### config.mk
export PLATFORM = sky130hd
export DESIGN_NAME = ale_ctrl
export DESIGN_NICKNAME = d
export VERILOG_FILES = /design/src/design/ale_pkg.sv /design/src/design/ale_ctrl.sv
export SDC_FILE = /design/constraint.sdc
export NUM_CORES = 1
export LEC_CHECK = 0
export BUFFER_PORTS_ARGS = -buffer_cell sky130_fd_sc_hd__buf_2
export CORE_MARGIN = 8
export CORE_UTILIZATION = 43
export DETAILED_ROUTE_END_ITERATION = 8
export PLACE_DENSITY = 0.73
export SKIP_CTS_REPAIR_TIMING = 1
export SYNTH_ARGS = -nofsm -noshare
export SYNTH_HDL_FRONTEND = slang
export SYNTH_SLANG_ARGS = --single-unit
### constraint.sdc
create_clock -name clk -period 8 [get_ports clk]
set_clock_uncertainty 0.2 [all_clocks]
set_input_delay 1.6 -clock clk [delete_from_list [all_inputs] [get_ports clk]]
set_output_delay 1.6 -clock clk [all_outputs]
set_load 0.01 [all_outputs]
### src/design/ale_pkg.sv
// ============================================================================
// ale_pkg
// Shared types and constants of the associated Legendre evaluator: field
// widths, sequencing counts, state, command and status types.
// ============================================================================
package ale_pkg;

    // Field widths of the channel payloads.
    localparam int LVL_W  = 4;   // degree and order fields
    localparam int X_W    = 32;  // argument field
    localparam int VAL_W  = 64;  // result field

    // Small integer factors such as 2l-1 or l+m-1 stay below 32 for any
    // level that a 4-bit field can carry.
    localparam int FACT_W = 5;

    // Sequencing counts.
    localparam int SQRT_STEPS = 32;              // one result bit per cycle
    localparam int PP_STEPS   = 4;               // 32x32 partial products
    localparam int DIV_BITS   = 8;               // quotient bits per cycle
    localparam int DIV_STEPS  = VAL_W / DIV_BITS;
    localparam int CNT_W      = 5;               // holds SQRT_STEPS-1

    typedef enum logic [3:0] {
        ST_IDLE,
        ST_DISPATCH,
        ST_SQ_INIT,
        ST_SQ_STEP,
        ST_SQ_FIN,
        ST_MUL_LD,
        ST_MUL_PP,
        ST_MUL_RND,
        ST_MUL_FIN,
        ST_SUB,
        ST_DIV_LD,
        ST_DIV_STEP,
        ST_DIV_FIN,
        ST_WRITE
    } ale_state_t;

    typedef enum logic [3:0] {
        OP_NONE,
        OP_LOAD,
        OP_SQ_INIT,
        OP_SQ_STEP,
        OP_SQ_FIN,
        OP_MUL_LOAD,
        OP_MUL_PP,
        OP_MUL_RND,
        OP_MUL_FIN,
        OP_SUB,
        OP_DIV_LOAD,
        OP_DIV_STEP,
        OP_DIV_FIN,
        OP_WRITE
    } ale_op_t;

    // Which product the shared multiplier is forming.
    typedef enum logic [1:0] {
        JOB_PMM,    // P(m,m) times -(2i-1)s
        JOB_P1,     // (2m+1)x times P(m,m)
        JOB_A,      // (2l-1)x times P(l-1,m)
        JOB_B       // (l+m-1) times P(l-2,m), no rounding shift
    } ale_job_t;

    typedef enum logic [1:0] {
        SEL_ZERO,
        SEL_PMM,
        SEL_PMMP1
    } ale_sel_t;

    typedef struct packed {
        ale_op_t             op;
        ale_job_t            job;
        logic [FACT_W-1:0]   k;
        logic [LVL_W-1:0]    div;
        logic [1:0]          pp;
        ale_sel_t            out_sel;
    } ale_cmd_t;

    typedef struct packed {
        logic out_free;
    } ale_status_t;

endpackage

### src/design/ale_ctrl.sv
// ============================================================================
// ale_ctrl
// Sequencer of the evaluator: walks the square root, the P(m,m) product
// chain and the degree recurrence, and issues one command per cycle.
// ============================================================================
module ale_ctrl
    import ale_pkg::*;
#(
    parameter int MAX_DEGREE = 8
)
(
    input  logic             clk,
    input  logic             rst_n,
    input  logic             args_valid,
    output logic             args_ready,
    input  logic [LVL_W-1:0] degree,
    input  logic [LVL_W-1:0] order,
    input  ale_status_t      status,
    output ale_cmd_t         cmd
);

    localparam logic [LVL_W-1:0] MAX_LVL = LVL_W'(MAX_DEGREE);

    ale_state_t          state_reg, state_next;
    logic [CNT_W-1:0]    cnt_reg, cnt_next;
    logic [LVL_W-1:0]    l_reg, l_next;
    logic [LVL_W-1:0]    m_reg, m_next;
    logic [LVL_W-1:0]    i_reg, i_next;
    logic [LVL_W-1:0]    ll_reg, ll_next;
    logic [FACT_W-1:0]   k_reg, k_next;
    ale_job_t            job_reg, job_next;
    logic                zero_reg, zero_next;
    ale_sel_t            sel_reg, sel_next;

    logic [LVL_W-1:0]    l_sat;
    logic                l_is_m;
    logic                l_is_m1;

    assign l_sat   = (degree > MAX_LVL) ? MAX_LVL : degree;
    assign l_is_m  = (l_reg == m_reg);
    assign l_is_m1 = ({1'b0, l_reg} == ({1'b0, m_reg} + 5'd1));

    always_ff @(posedge clk or negedge rst_n)
    begin
        if (!rst_n)
        begin
            state_reg <= ST_IDLE;
            cnt_reg   <= '0;
            l_reg     <= '0;
            m_reg     <= '0;
            i_reg     <= '0;
            ll_reg    <= '0;
            k_reg     <= '0;
            job_reg   <= JOB_PMM;
            zero_reg  <= 1'b0;
            sel_reg   <= SEL_ZERO;
        end
        else
        begin
            state_reg <= state_next;
            cnt_reg   <= cnt_next;
            l_reg     <= l_next;
            m_reg     <= m_next;
            i_reg     <= i_next;
            ll_reg    <= ll_next;
            k_reg     <= k_next;
            job_reg   <= job_next;
            zero_reg  <= zero_next;
            sel_reg   <= sel_next;
        end
    end

    always_comb
    begin
        state_next  = state_reg;
        cnt_next    = cnt_reg;
        l_next      = l_reg;
        m_next      = m_reg;
        i_next      = i_reg;
        ll_next     = ll_reg;
        k_next      = k_reg;
        job_next    = job_reg;
        zero_next   = zero_reg;
        sel_next    = sel_reg;
        args_ready  = 1'b0;
        cmd.op      = OP_NONE;
        cmd.job     = job_reg;
        cmd.k       = k_reg;
        cmd.div     = ll_reg - m_reg;
        cmd.pp      = cnt_reg[1:0];
        cmd.out_sel = sel_reg;

        case (state_reg)
            ST_IDLE:
            begin
                args_ready = 1'b1;
                if (args_valid)
                begin
                    cmd.op     = OP_LOAD;
                    l_next     = l_sat;
                    m_next     = order;
                    zero_next  = (order > l_sat);
                    state_next = ST_DISPATCH;
                end
            end
            ST_DISPATCH:
            begin
                if (zero_reg)
                begin
                    sel_next   = SEL_ZERO;
                    state_next = ST_WRITE;
                end
                else if (m_reg == '0)
                begin
                    // P(m,m) is exactly one, no square root is needed.
                    if (l_is_m)
                    begin
                        sel_next   = SEL_PMM;
                        state_next = ST_WRITE;
                    end
                    else
                    begin
                        job_next   = JOB_P1;
                        k_next     = {m_reg, 1'b1};
                        state_next = ST_MUL_LD;
                    end
                end
                else
                begin
                    state_next = ST_SQ_INIT;
                end
            end
            ST_SQ_INIT:
            begin
                cmd.op     = OP_SQ_INIT;
                cnt_next   = '0;
                state_next = ST_SQ_STEP;
            end
            ST_SQ_STEP:
            begin
                cmd.op = OP_SQ_STEP;
                if (cnt_reg == CNT_W'(SQRT_STEPS - 1))
                begin
                    state_next = ST_SQ_FIN;
                end
                else
                begin
                    cnt_next = cnt_reg + 1'b1;
                end
            end
            ST_SQ_FIN:
            begin
                cmd.op     = OP_SQ_FIN;
                i_next     = LVL_W'(1);
                k_next     = FACT_W'(1);
                job_next   = JOB_PMM;
                state_next = ST_MUL_LD;
            end
            ST_MUL_LD:
            begin
                cmd.op     = OP_MUL_LOAD;
                cnt_next   = '0;
                state_next = ST_MUL_PP;
            end
            ST_MUL_PP:
            begin
                cmd.op = OP_MUL_PP;
                if (cnt_reg == CNT_W'(PP_STEPS - 1))
                begin
                    state_next = ST_MUL_RND;
                end
                else
                begin
                    cnt_next = cnt_reg + 1'b1;
                end
            end
            ST_MUL_RND:
            begin
                cmd.op     = OP_MUL_RND;
                state_next = ST_MUL_FIN;
            end
            ST_MUL_FIN:
            begin
                cmd.op = OP_MUL_FIN;
                case (job_reg)
                    JOB_PMM:
                    begin
                        if (i_reg == m_reg)
                        begin
                            if (l_is_m)
                            begin
                                sel_next   = SEL_PMM;
                                state_next = ST_WRITE;
                            end
                            else
                            begin
                                job_next   = JOB_P1;
                                k_next     = {m_reg, 1'b1};
                                state_next = ST_MUL_LD;
                            end
                        end
                        else
                        begin
                            // Next odd factor 2(i+1)-1.
                            i_next     = i_reg + 1'b1;
                            k_next     = {i_reg, 1'b1};
                            state_next = ST_MUL_LD;
                        end
                    end
                    JOB_P1:
                    begin
                        if (l_is_m1)
                        begin
                            sel_next   = SEL_PMMP1;
                            state_next = ST_WRITE;
                        end
                        else
                        begin
                            ll_next    = m_reg + LVL_W'(2);
                            k_next     = {m_reg, 1'b1} + FACT_W'(2);
                            job_next   = JOB_A;
                            state_next = ST_MUL_LD;
                        end
                    end
                    JOB_A:
                    begin
                        job_next   = JOB_B;
                        k_next     = FACT_W'({1'b0, ll_reg} + {1'b0, m_reg} - 5'd1);
                        state_next = ST_MUL_LD;
                    end
                    JOB_B:
                    begin
                        state_next = ST_SUB;
                    end
                    default:
                    begin
                        state_next = ST_IDLE;
                    end
                endcase
            end
            ST_SUB:
            begin
                cmd.op     = OP_SUB;
                state_next = ST_DIV_LD;
            end
            ST_DIV_LD:
            begin
                cmd.op     = OP_DIV_LOAD;
                cnt_next   = '0;
                state_next = ST_DIV_STEP;
            end
            ST_DIV_STEP:
            begin
                cmd.op = OP_DIV_STEP;
                if (cnt_reg == CNT_W'(DIV_STEPS - 1))
                begin
                    state_next = ST_DIV_FIN;
                end
                else
                begin
                    cnt_next = cnt_reg + 1'b1;
                end
            end
            ST_DIV_FIN:
            begin
                cmd.op = OP_DIV_FIN;
                if (ll_reg == l_reg)
                begin
                    sel_next   = SEL_PMMP1;
                    state_next = ST_WRITE;
                end
                else
                begin
                    // Next degree ll+1 uses the factor 2(ll+1)-1.
                    ll_next    = ll_reg + 1'b1;
                    k_next     = {ll_reg, 1'b1};
                    job_next   = JOB_A;
                    state_next = ST_MUL_LD;
                end
            end
            ST_WRITE:
            begin
                if (status.out_free)
                begin
                    cmd.op     = OP_WRITE;
                    state_next = ST_IDLE;
                end
            end
            default:
            begin
                state_next = ST_IDLE;
            end
        endcase
    end

`ifndef SYNTHESIS
    a_accept_dispatch: assert property (@(posedge clk) disable iff (!rst_n)
        (state_reg == ST_IDLE && args_valid) |=> (state_reg == ST_DISPATCH))
        else $error("accepted item did not move to dispatch");

    a_write_free: assert property (@(posedge clk) disable iff (!rst_n)
        (cmd.op == OP_WRITE) |-> status.out_free)
        else $error("result written while output register is occupied");

    a_sqrt_length: assert property (@(posedge clk) disable iff (!rst_n)
        (state_reg == ST_SQ_STEP && cnt_reg == CNT_W'(SQRT_STEPS - 1))
        |=> (state_reg == ST_SQ_FIN))
        else $error("square root did not finish after its last step");

    a_mul_start: assert property (@(posedge clk) disable iff (!rst_n)
        (state_reg == ST_MUL_LD) |=> (state_reg == ST_MUL_PP && cnt_reg == '0))
        else $error("multiply did not start at its first partial product");
`endif

endmodule

==> After elaboration in Yosys (flattened, before gate mapping) <==
Cells that the tools add are included.
Widths: inputs -> output; s select.
{ "op_classes": {"mux": 53, "add_sub_neg": 9, "magnitude_cmp": 2, "n_reduce_logical": 17, "eq_ne": 45} }
{ "ops": {"columns": ["op", "count"], "rows": [
  ["$mux 4", 18],
  ["$pmux 4 s14", 1],
  ["$pmux 4 s13", 1],
  ["$mux 5", 9],
  ["$pmux 5 s4", 2],
  ["$ne 2x2->1 const B", 15],
  ["$eq 4x4->1 const B", 6],
  ["$mux 2", 12],
  ["$eq 4x3->1 const B", 4],
  ["$pmux 4 s2", 2],
  ["$pmux 4 s4", 1],
  ["$pmux 5 s3", 1],
  ["$eq 4x4->1", 3],
  ["$ne 3x3->1 const B", 4],
  ["$pmux 2 s3", 2],
  ["$reduce_and 6->1", 2],
  ["$add 4x1->4 const B", 2],
  ["$eq 4x2->1 const B", 2],
  ["$logic_not 4->1", 2],
  ["$pmux 2 s4", 1],
  ["$reduce_and 4->1", 2],
  ["$reduce_bool 4->1", 2],
  ["$reduce_and 7->1", 1],
  ["$add 4x1->5 const B", 1],
  ["27 further kinds", 30]
]} }
{ "totals": {"out_inout_bits": 20, "input_bits": 12, "reg_bits": 35, "word_cells": 136} }

==> Longest topological paths before layout <==
Gate-level depths: netlist of run 1.
{ "logic_depth": {"ltp_word": 5, "depth_mapped": 12, "mapped_depth_nobuf": 11} }

==> Worst setup path before layout of run 1 <==
Ideal clock, no wire load.
{ "synth_timing": {"path_kind": "in2out", "start": "input port status", "end": "output port cmd[15] (netlist bit)", "t_required_ps": 6200, "setup_slack_ps": 4139, "t_arrival_ps": 2061, "n_path_buf": 0, "path_stages": 3, "cell_sequence": "and3_1 a31oi_1 o21ai_0"} }
{ "synth_rtl": {"columns": ["element", "line", "source"], "rows": [
  ["start, declared", "ale_ctrl.sv:18", "input ale_status_t status,"],
  ["end, declared", "ale_ctrl.sv:19", "output ale_cmd_t cmd"]
]} }

==> impl_metrics.ini, run 1 <==
[placed_design]
placedCellCount = 501
numPortBuffers = 31
post-dp-hpwl_um = 6654
globalplace.congestion = 0.8776
dpl_cell_area_um2 = 3532

[synthesis]
syn-num-nets = 434
yosys_most_used_dff = dfrtp_1
postSynthCellCount = 395
synth.top_cells.by_area = dfrtp_1 26%, ha_1 9.2%, xnor2_1 4.1%
yosys.area.top_type_share_pct = 25.70
yosys.area.top_type = dfrtp_1
avgSynthCellArea_um2 = 8.629
synth_edf_count = 0
synth_cell_types = 76
async_flop_share_pct = 100.0
ys_ff_latch = 35
synth_common_cells = 35 x dfrtp_1, 31 x nand2_1, 28 x inv_1
yosysSeqAreaShare_pct = 25.70
yosysMostFrequentCell = dfrtp_1
yosys_warnings = 0
syn_area_um2 = 3408

[pwr]
switchingPower_mw = 0.8611
p_seq_share_pct = 25.7
comb_power_share_pct = 62.8
powerDensity_nw_per_um2 = 461.1
p_leak_nw = 1.603
ir_drop_mv = 0.1764
netSwitchingFraction_pct = 50.96
clock_power_share_pct = 11.5
power.internal_mw = 0.8288

[grt]
antenna_found_initial = 0
grt_max_degree = 36
grt_pass1_vias = 2980
grt_pass1_wl_um = 14920
overflow = 0
grt_usage_pct = 16.19

[detailed_routing]
detail_route.wl_per_cell_um = 17.66
dr.pass1.iters = 5
ant_nets = 0
drc = 0
dr.first_iter.drc_count = 313
routed_wirelength_um = 8988
vias_per_cell = 6.167
via_count = 3139

[worst_setup_path]
crit_path_end_kind = primary output
worst_ep_required_time_ns = 6.20
cp.arrival_ns = 2.25
crit_path_start_kind = primary input
critPathMaxFanout = 3
worstSetupPathType = primary input to primary output

[cells_and_area]
area.growth.synth_to_final_pct = 7.526
fin_area_um2 = 3665
utilization_pct = 47.67
final_cells = 509
nets = 445
antenna_cells = 0
final_layout_size_suffix_gt1_share_pct = 14.00

[status]
outcome = completed

[floorplan]
start_util_pct = 44.34
core_um2 = 7687
rows = 32
chipWidth_um = 105.0
dieArea_um2 = 11030
dieHeight_um = 105.0
io_pins = 32

[timing]
min_period_over_period_pct = 50.68
fmax_ghz = 0.2467
period_minus_slack_ns = 4.054
finalSetupViolations = 0
slew_viol_final = 0
rsz0062_at_grt = no
fin_setup_tns_ns = 0
relSlewSlack_pct = 36.99
tightest_slew_ns = 0.9373
hold_violations = 0

[clock_network]
clock-root-buffer = clkbuf_8
clk_latency_ns = 0.30
cts_sinks = 35
cts_max_level = 2
cts_tree = yes
clk_path_buf_depth = 2
numCtsBuffers = 5
clk_pin_slew_ns = 0.08

[min_path]
min_path_type = flop to flop

[run]
maxCapViolCount = 0
[final timing paths]
kind | start | to | slack (ns) | depth (start not counted)
max | status | cmd[15] | 3.95 | 5
min | k_reg[1] | k_reg[1] | 0.30 | 1
max reg2reg | m_reg[1] | k_reg[3] | 4.98 | 11
min reg2reg | k_reg[1] | k_reg[1] | 0.30 | 1
max in group asynchronous | rst_n | ll_reg[2] | 5.85 | 1
min in group asynchronous | rst_n | l_reg[1] | 1.21 | 1
[routing by layer]
metal	vias up	part of all wire, %	track usage (%)
met4	0	2.5	7.645
met2	119	47	25.93
met3	20	6.3	2.764
li1	1472	-	-
met5	-	0	0
met1	1528	44	20.70
[worst max-delay path, cell delays in order]
cell and delay, ns:
buf_2 0.11, and3_1 0.17, a31oi_1 0.13, o21ai_0 0.08, buf_2 0.16
[cell type report]
type / instances / area [um2]
Clock buffer: 6 / 72.57
Timing Repair Buffer: 32 / 162.7
Clock inverter: 2 / 60.06
Multi-Input combinational cell: 304 / 2261
Tap cell: 102 / 127.6
Inverter: 28 / 105.1
Fill cell: 761 / 4023
Sequential cell: 35 / 875.8
[cells by family after synthesis]
group,Yosys count,synth area share [%]
AOI/OAI and AO/OA,123,26.87
and+or+nand+nor,120,19.49
buffers and inverters,56,7.966
DFF,35,25.70
xor gates and xnor gates,27,7.379
adders and majority gates,27,10.35
muxes,7,2.239
[metrics by stage]
stage          worst slack, ns  power (mW)  hold slack (ns)
6_report                 3.946       1.690           0.2980
5_1_grt                  3.860       1.836           0.3141
4_1_cts                  3.935       1.691           0.3047
3_5_place_dp             3.935       1.486           0.2824
3_3_place_gp             3.958       1.463           0.2728
2_1_floorplan            4.139       1.232           0.2789
[power by group through the flow]
stage | Clock [mW] | Sequential [mW] | Combinational [mW]
2_1_floorplan | 0 | 0.322 | 0.910
3_3_place_gp | 0 | 0.427 | 1.04
3_5_place_dp | 0 | 0.433 | 1.05
4_1_cts | 0.199 | 0.431 | 1.06
5_1_grt | 0.204 | 0.453 | 1.18
6_report | 0.194 | 0.434 | 1.06
[cell usage in the layout (no fill, tap or decap), types with 7 or more instances in the layout]
master     n
buf_2     31
ha_1      25
nor2_1    18
dfrtp_1   35
a21oi_1   19
xor2_1    10
xnor2_1   16
a211oi_1   7
inv_1     28
o21ai_0   24
nand3_1    7
nand2_1   31
nor3_1    11
Note: power is estimated with default switching activity, not from simulation.
==> run 2, diff against run 1 <==
- PLACE_DENSITY: 0.73 -> 0.75
- clock period: 8 -> 3.47 ns (I/O delays scaled with it)
==> impl_metrics.ini, run 2 (synthesis gave the netlist of run 1 again) <==
[status]
outcome = completed

[clock_network]
clk_pin_slew_ns = 0.08
clk_path_buf_depth = 2
clk_latency_ns = 0.29
cts_sinks = 35
clock-root-buffer = clkbuf_8
numCtsBuffers = 5
cts_tree = yes
cts_max_level = 2

[worst_setup_path]
r2r-start = m_reg[1]
timing.rr.end = k_reg[3]
reg2reg_depth = 11
crit_top_cell = inv_1
critPathMaxFanout = 12
rrSetupSlack_ns = 0.54
crit_chain = inv_1 > ha_1 > inv_1 > a21oi_1 > xnor2_1 > buf_2
cp_slowest_stage_delay_ns = 0.62
worst_ep_required_time_ns = 2.58
cp.arrival_ns = 2.05
crit_path_start_kind = flop
crit_slowest_cell = dfrtp_1
worstSetupPathType = flop to primary output
crit_path_end_kind = primary output

[pwr]
powerDensity_nw_per_um2 = 1066
clock_power_share_pct = 10.0
comb_power_share_pct = 66.4
power.internal_mw = 1.898
ir_drop_mv = 0.4674
switchingPower_mw = 2.023
p_total_mw = 3.921
netSwitchingFraction_pct = 51.60
p_leak_nw = 1.618
p_seq_share_pct = 23.6

[placed_design]
globalplace.congestion = 0.9264
numPortBuffers = 31
dpl_cell_area_um2 = 3562
dp_slack_ns = 0.5704
post-dp-hpwl_um = 6935
placedCellCount = 505

[grt]
grt_pass1_vias = 3008
grt_usage_pct = 16.66
grt_max_degree = 36
grt_pass1_wl_um = 15360
use_met1_pct = 21.46
grtUsageMet2_pct = 26.70
grt.busiest_layer = met2
grtUsageMet3_pct = 3.808
antenna_found_initial = 0
overflow = 0

[timing]
slew_viol_final = 0
hold_slack_ns = 0.3002
fmax_ghz = 0.3401
rsz0062_at_grt = no
min_period_over_period_pct = 84.73
tightest_slew_ns = 0.9763
setup_slack_ns = 0.5298
period_minus_slack_ns = 2.940
hold_violations = 0
finalSetupViolations = 0
fin_setup_tns_ns = 0
relSlewSlack_pct = 34.37

[detailed_routing]
dr.first_iter.drc_count = 221
detail_route.wl_per_cell_um = 17.79
via_count = 3114
ant_nets = 0
dr.pass1.iters = 5
routed_wirelength_um = 9125
vias_per_cell = 6.070
drc = 0

[floorplan]
dieArea_um2 = 11030
chipWidth_um = 105.0
core_um2 = 7687
io_pins = 32
start_util_pct = 44.34
dieHeight_um = 105.0
rows = 32

[cells_and_area]
layout_common_cells = 35 x dfrtp_1, 31 x nand2_1, 31 x buf_2
final_layout_size_suffix_gt1_share_pct = 15.09
final_common_cell = dfrtp_1
utilization_pct = 47.87
antenna_cells = 0
fin_area_um2 = 3680
nFillCells = 757
final_cells = 513
area.growth.synth_to_final_pct = 7.966
nets = 449

[min_path]
min_path_type = primary input to async pin

[run]
maxCapViolCount = 0
run 2: cell count changes in the layout (fill, tap and decap cells not counted), sizes merged:
| cell | delta |
|---|---|
| clkinv | +1 |
| buf | +4 |
| bufinv | -1 |
run 2: worst max-delay path by stage:
stage / endpoint / depth (start not counted) / start
3_3_place_gp: k_reg[3] / 11 / m_reg[1]
3_5_place_dp: k_reg[3] / 11 / m_reg[1]
4_1_cts: cmd[7] / 6 / m_reg[2]
2_1_floorplan: k_reg[3] / 12 / m_reg[1]
6_report: cmd[7] / 6 / m_reg[2]
5_1_grt: k_reg[3] / 11 / m_reg[1]
run 2: area by class of cell:
cell class | instances | area [um2] | area share [%]
Clock inverter | 2 | 35.03 | 0.9521
Timing Repair Buffer | 36 | 192.7 | 5.236
Clock buffer | 6 | 82.58 | 2.244
Sequential cell | 35 | 875.8 | 23.80
Multi-Input combinational cell | 304 | 2261 | 61.44
Tap cell | 102 | 127.6 | 3.468
Inverter | 28 | 105.1 | 2.856
run 2: power groups by stage:
stage          Clock (mW)  Combinational [mW]  Sequential (mW)
5_1_grt             0.414                2.89            0.964
3_5_place_dp            0                2.57            0.927
2_1_floorplan           0                2.10            0.743
3_3_place_gp            0                2.51            0.913
6_report            0.392                2.60            0.924
4_1_cts             0.398                2.59            0.918
run 2: critical path: cells and delay by family (launching register included):
family / cells / cell delay [ns]
flip-flops: 1 / 0.62
buffers and inverters: 3 / 0.40
XOR/XNOR: 1 / 0.15
AO/OA/AOI/OAI: 1 / 0.19
adder cells (fa/ha/maj): 1 / 0.40
run 2: layer usage:
| metal | wire (um) | part of all wire [%] | vias to the layer above |
|---|---|---|---|
| li1 | - | - | 1479 |
| met1 | 4018 | 44 | 1488 |
| met2 | 4290 | 47 | 127 |
| met3 | 601 | 6.6 | 20 |
| met4 | 214 | 2.3 | 0 |
| met5 | 0 | 0 | - |
